[src/rtl/bfd_pkg.sv]
// Shared constants and types of the box filter downscaler.
package bfd_pkg;

    localparam int unsigned MAX_WIDTH = 4096;
    localparam int unsigned CFG_W     = 13;
    localparam int unsigned PIX_W     = 8;
    localparam int unsigned POS_W     = 12;
    localparam int unsigned ADDR_W    = $clog2(MAX_WIDTH);
    localparam int unsigned SUM_W     = 2 * CFG_W + PIX_W;
    localparam int unsigned AREA_W    = 2 * CFG_W;
    localparam int unsigned CNT_W     = $clog2(SUM_W + 1);
    localparam int unsigned SCNT_W    = $clog2(CFG_W + 1);
    localparam int unsigned IDX_W     = 2;

    localparam logic [IDX_W-1:0] REG_IN_WIDTH   = 2'd0;
    localparam logic [IDX_W-1:0] REG_IN_HEIGHT  = 2'd1;
    localparam logic [IDX_W-1:0] REG_OUT_WIDTH  = 2'd2;
    localparam logic [IDX_W-1:0] REG_OUT_HEIGHT = 2'd3;

    typedef struct packed {
        logic              rd_en;
        logic              acc;
        logic              first;
        logic              div_step;
        logic [ADDR_W-1:0] addr;
    } t_lane_ctl;

endpackage

[src/rtl/bfd_scale.sv]
// Scale factor dividers and box area product for the downscaler.
module bfd_scale (
    input  logic                        i_clk,
    input  logic                        i_rst_n,
    input  logic                        i_start,
    input  logic [bfd_pkg::CFG_W-1:0]   i_in_width,
    input  logic [bfd_pkg::CFG_W-1:0]   i_in_height,
    input  logic [bfd_pkg::CFG_W-1:0]   i_out_width,
    input  logic [bfd_pkg::CFG_W-1:0]   i_out_height,
    output logic                        o_busy,
    output logic [bfd_pkg::CFG_W-1:0]   o_rows_per_box,
    output logic [bfd_pkg::CFG_W-1:0]   o_cols_per_box,
    output logic [bfd_pkg::AREA_W-1:0]  o_area
);

    localparam int unsigned W = bfd_pkg::CFG_W;

    logic [bfd_pkg::SCNT_W-1:0] r_cnt, n_cnt;
    logic                       r_busy, n_busy;
    logic                       r_area_pend, n_area_pend;
    logic [W-1:0]               r_rq, n_rq, r_cq, n_cq;
    logic [W-1:0]               r_rrem, n_rrem, r_crem, n_crem;
    logic [bfd_pkg::AREA_W-1:0] r_area, n_area;
    logic [W:0]                 rsh, csh, rdif, cdif;

    always_comb begin
        n_cnt       = r_cnt;
        n_busy      = r_busy;
        n_area_pend = 1'b0;
        n_rq        = r_rq;
        n_cq        = r_cq;
        n_rrem      = r_rrem;
        n_crem      = r_crem;
        n_area      = r_area;
        rsh  = {r_rrem, r_rq[W-1]};
        csh  = {r_crem, r_cq[W-1]};
        rdif = rsh - {1'b0, i_out_height};
        cdif = csh - {1'b0, i_out_width};
        if (i_start) begin
            n_busy = 1'b1;
            n_cnt  = '0;
            n_rq   = i_in_height;
            n_cq   = i_in_width;
            n_rrem = '0;
            n_crem = '0;
        end else if (r_busy && !r_area_pend) begin
            if (rdif[W]) begin
                n_rrem = rsh[W-1:0];
                n_rq   = {r_rq[W-2:0], 1'b0};
            end else begin
                n_rrem = rdif[W-1:0];
                n_rq   = {r_rq[W-2:0], 1'b1};
            end
            if (cdif[W]) begin
                n_crem = csh[W-1:0];
                n_cq   = {r_cq[W-2:0], 1'b0};
            end else begin
                n_crem = cdif[W-1:0];
                n_cq   = {r_cq[W-2:0], 1'b1};
            end
            n_cnt = r_cnt + 1'b1;
            if (r_cnt == bfd_pkg::SCNT_W'(W - 1)) begin
                n_area_pend = 1'b1;
            end
        end else if (r_busy) begin
            if (i_out_height == '0) begin
                n_rq = '0;
            end
            if (i_out_width == '0) begin
                n_cq = '0;
            end
            n_area = (i_out_height == '0 || i_out_width == '0) ? '0 :
                     bfd_pkg::AREA_W'(r_rq) * bfd_pkg::AREA_W'(r_cq);
            n_busy = 1'b0;
        end
    end

    always_ff @(posedge i_clk) begin
        if (!i_rst_n) begin
            r_busy      <= 1'b0;
            r_area_pend <= 1'b0;
            r_cnt       <= '0;
        end else begin
            r_busy      <= n_busy;
            r_area_pend <= n_area_pend;
            r_cnt       <= n_cnt;
        end
        r_rq   <= n_rq;
        r_cq   <= n_cq;
        r_rrem <= n_rrem;
        r_crem <= n_crem;
        r_area <= n_area;
    end

    assign o_busy         = r_busy;
    assign o_rows_per_box = r_rq;
    assign o_cols_per_box = r_cq;
    assign o_area         = r_area;

endmodule

[config.mk]
export PLATFORM = sky130hd
export DESIGN_NAME = bfd_scale
export DESIGN_NICKNAME = d
export VERILOG_FILES = /design/src/rtl/bfd_pkg.sv /design/src/rtl/bfd_scale.sv
export SDC_FILE = /design/constraint.sdc
export NUM_CORES = 1
export LEC_CHECK = 0
export BUFFER_PORTS_ARGS = -buffer_cell sky130_fd_sc_hd__buf_2
export CORE_MARGIN = 5
export CORE_UTILIZATION = 38
export CTS_CLUSTER_SIZE = 24
export DETAILED_ROUTE_END_ITERATION = 10
export SYNTH_ARGS = -nofsm -noshare
export SYNTH_HDL_FRONTEND = slang
export SYNTH_SLANG_ARGS = --single-unit
[constraint.sdc]
create_clock -name i_clk -period 12.2 [get_ports i_clk]
set_input_delay 1.22 -clock i_clk [delete_from_list [all_inputs] [get_ports i_clk]]
set_output_delay 1.22 -clock i_clk [all_outputs]
set_load 0.01 [all_outputs]
==> flow_metrics.env <==
export IMPL_ant_nets=0
export IMPL_r2r_end="o_area[25]$_SDFFCE_PP0P_"
export IMPL_crit_slowest_cell="edfxtp_1"
export IMPL_clkLatencyLatePin_ns=0.36
export IMPL_ys_flop_type="edfxtp_1"
export IMPL_path_max_fanout=15
export IMPL_yosys_area_top_type="fa_1"
export IMPL_h_tree_depth=3
export IMPL_synthesis_nets=1558
export IMPL_rrSetupSlack_ns=6.53
export IMPL_netlist_area_mm2=0.0110
export IMPL_async_flop_share_pct=0
export IMPL_fill_cells=2925
export IMPL_critPathKind="reg -> reg"
export IMPL_grt_max_degree=73
export IMPL_synth_top_family_by_area="adder cells"
export IMPL_grt_first_pass_wirelength_um=47200
export IMPL_antenna_found_initial=0
export IMPL_fin_skew_ns=0.0158
export IMPL_cp_required_ns=12.39
export IMPL_power_density_mw_per_mm2=179
export IMPL_vias_per_cell=5.10
export IMPL_hp_class="reg -> reg"
export IMPL_grt_pass1_vias=8923
export IMPL_crit_top_cell="fa_1"
export IMPL_ys_ff_latch=84
export IMPL_area_growth_pct=9.80
export IMPL_rsz0062_at_grt="false"
export IMPL_holdPathEnd="r_area_pend$_SDFF_PP0_"
export IMPL_core_area_mm2=0.0285
export IMPL_worst_pin_slew_ns=0.957
export IMPL_place_worst_setup_slack_ns=6.59
export IMPL_ir_worst_vdd_mv=0.111
export IMPL_min_from="r_cnt[3]$_SDFFE_PP0P_"
export IMPL_antenna_cells=0
export IMPL_final_layout_size_suffix_gt1_share_pct=10.9
export IMPL_cts_resized=0
export IMPL_nets=1619
export IMPL_cts_root_buf="clkbuf_16"
export IMPL_portBuffers=107
export IMPL_synth_area_leaders="fa_1 22%, edfxtp_1 14%, ha_1 11%"
export IMPL_wire_per_inst_um=16.6
export IMPL_netlist_instances=1281
export IMPL_route_vias_total=8836
export IMPL_cts_sinks=84
export IMPL_worstPathArrival_ns=5.86
export IMPL_synth_distinct_cells=79
export IMPL_cts_buffer_depth=2
export IMPL_clkTransAtPathRegs_ns=0.07
export IMPL_fp_row_count=62
export IMPL_die_h_um=180
export IMPL_p_leak_nw=5.67
export IMPL_whs_path_depth=2
export IMPL_endpoint_kind="register"
export IMPL_maxCapViolations=0
export IMPL_wirelength_um=28800
export IMPL_final_util_pct=42.1
export IMPL_hold_violations=0
export IMPL_synth_edf_count=52
export IMPL_synthSimpleGateAreaFrac_pct=20.4
export IMPL_place_congestion=0.865
export IMPL_synth_area_per_cell_um2=8.55
export IMPL_max_slew_margin_rel_pct=36.2
export IMPL_fin_crit_sh_pct=46.4
export IMPL_cts_setup_buffers=0
export IMPL_first_iter_violations=495
export IMPL_cts_hold_buffers_added=0
export IMPL_dr_pass1_iters=5
export IMPL_numCtsBuffers=9
export IMPL_initial_core_util_pct=38.4
export IMPL_synth_area_mux_share_pct=0.822
export IMPL_r2r_cells=17
export IMPL_fmax_mhz=176
export IMPL_yosys_warnings=0
export IMPL_synth_top_cell_area_share_pct=22.5
export IMPL_worstPathCellList="and2_1 -> fa_1 -> inv_1 -> fa_1 -> inv_1 -> fa_1 -> fa_1 -> inv_1 -> fa_1 -> inv_1 -> ha_1 -> a21oi_1 -> o21ai_0 -> a22oi_1 -> o311ai_1 -> or4_1 -> o211ai_1"
export IMPL_min_period_ns=5.67
export IMPL_synth_xor_area_share_pct=2.08
export IMPL_grt_overflow=0
export IMPL_status="complete, no violations"
export IMPL_cts_tree="built"
export IMPL_track_usage_pct=17.7
export IMPL_yosys_area_share_adder_pct=33.8
export IMPL_chipWidth_um=180
export IMPL_synth_compound_area_share_pct=13.3
export IMPL_cpPeakStageDelay_ns=0.69
export IMPL_drv_slew=0
export IMPL_setup_ws_ns=6.53
export IMPL_ys_seq_area_share_pct=20.1
export IMPL_fin_setup_tns_ns=0
export IMPL_drc=0
export IMPL_setup_viol=0
export IMPL_io_pin_count=108
export IMPL_worstSetupStartpointType="register"
export IMPL_hpwl_um=23100
export IMPL_rr_startpoint="o_rows_per_box[8]$_DFFE_PP_"
export IMPL_dieArea_mm2=0.0323
-- layout by cell type (no fill, tap or decap), types with 16 or more instances in the layout --
cell type  instances
fa_1             123
a21oi_1           29
buf_2            107
nor3_1            25
dfxtp_1           32
nand2b_1          16
nor2_1            56
inv_1            213
nand4_1           20
ha_1              99
nand2_1          177
and2_1            81
edfxtp_1          52
nand3_1           23
o21ai_0           64
-- layer usage --
metal  vias to the layer above  wire length [µm]  global-route usage [%]
met2                       170             13900                    30.3
li1                       4372                 -                       -
met1                      4276             13500                    24.0
met4                         0               234                    2.71
met3                        18              1250                    3.19
met5                         -                 0                       0
-- synthesized netlist by cell type, drive strengths merged, types with 4 or more instances --
| master | instances |
|---|---|
| a21oi | 30 |
| clkbuf | 54 |
| xnor2 | 13 |
| nor3b | 4 |
| mux2i | 9 |
| edfxtp | 52 |
| fa | 123 |
| a21o | 10 |
| nor4 | 9 |
| o31ai | 8 |
| dfxtp | 32 |
| nor3 | 25 |
| or3 | 4 |
| nor2 | 57 |
| a211oi | 16 |
| buf | 7 |
| nand2b | 16 |
| and2 | 82 |
| nand2 | 177 |
| inv | 213 |
| xor2 | 13 |
| o21a | 14 |
| nand4 | 20 |
| nand3 | 23 |
| o211ai | 6 |
| a31oi | 12 |
| o2111ai | 5 |
| nor2b | 8 |
| or4 | 5 |
| and3 | 13 |
| o21ai | 70 |
| ha | 99 |
-- flip-flops by register name, summed over array words and instances, names as in the netlist --
| signal | count |
|---|---|
| o_rows_per_box | 13 |
| o_cols_per_box | 13 |
| r_rrem | 13 |
| r_cnt | 4 |
| r_crem | 13 |
| r_area_pend | 1 |
| o_busy | 1 |
| o_area | 26 |
-- logic make-up (layout without fill, tap and decap cells) --
logic type      after synthesis  count (layout)
simple gates                454             454
fa+ha+maj                   222             222
mux                           9               9
compound gates              212             212
flops                        84              84
buf+inv                     274             340
xor+xnor                     26              26
-- where the power goes --
| group | switching, W | internal, W |
|---|---|---|
| clock | 0.000125 | 0.000139 |
| sequential | 0.0000483 | 0.000375 |
| combinational | 0.000865 | 0.000597 |
-- area by class of cell --
cell class,count,area (µm²),share of cell area (%)
multi-input combinational,923,7710,64.1
sequential,84,2200,18.3
timing repair buffer,111,566,4.70
clock buffer,11,233,1.94
inverter,213,800,6.65
clock inverter,5,35.0,0.291
tap,384,480,4.00
-- worst max path at each step --
stage                                 start                       end  slack, ns  cells past startpoint
3_3_place_gp    o_rows_per_box[9]$_DFFE_PP_  o_area[25]$_SDFFCE_PP0P_       6.60                     17
2_1_floorplan  o_rows_per_box[11]$_DFFE_PP_  o_area[25]$_SDFFCE_PP0P_       7.01                     18
3_5_place_dp    o_rows_per_box[9]$_DFFE_PP_  o_area[25]$_SDFFCE_PP0P_       6.59                     17
4_1_cts         o_rows_per_box[9]$_DFFE_PP_  o_area[25]$_SDFFCE_PP0P_       6.55                     17
6_report        o_rows_per_box[8]$_DFFE_PP_  o_area[25]$_SDFFCE_PP0P_       6.53                     17
5_1_grt         o_rows_per_box[8]$_DFFE_PP_  o_area[25]$_SDFFCE_PP0P_       6.29                     17
-- worst max-delay path: cells and delay by family (launching register included) --
kind | cells | cell delay, ns
flip-flops | 1 | 0.69
AO/OA/AOI/OAI | 5 | 0.92
AND/OR/NAND/NOR | 2 | 0.85
buffers and inverters | 4 | 0.21
adder cells (fa/ha/maj) | 6 | 2.84
-- per-stage QoR --
| step | instances | hold slack [ns] | instance area, µm² | total power, W |
|---|---|---|---|---|
| finish | 1731 | 0.471 | 12000 | 0.00215 |
| CTS | 1731 | 0.461 | 12000 | 0.00216 |
| floorplan | 1281 | 0.426 | 11000 | 0.00154 |
| global route | 1731 | 0.477 | 12000 | 0.00239 |
| detailed placement | 1715 | 0.446 | 11800 | 0.00189 |
| global placement | 1715 | 0.439 | 11800 | 0.00187 |
(Power assumes the default switching activity.)
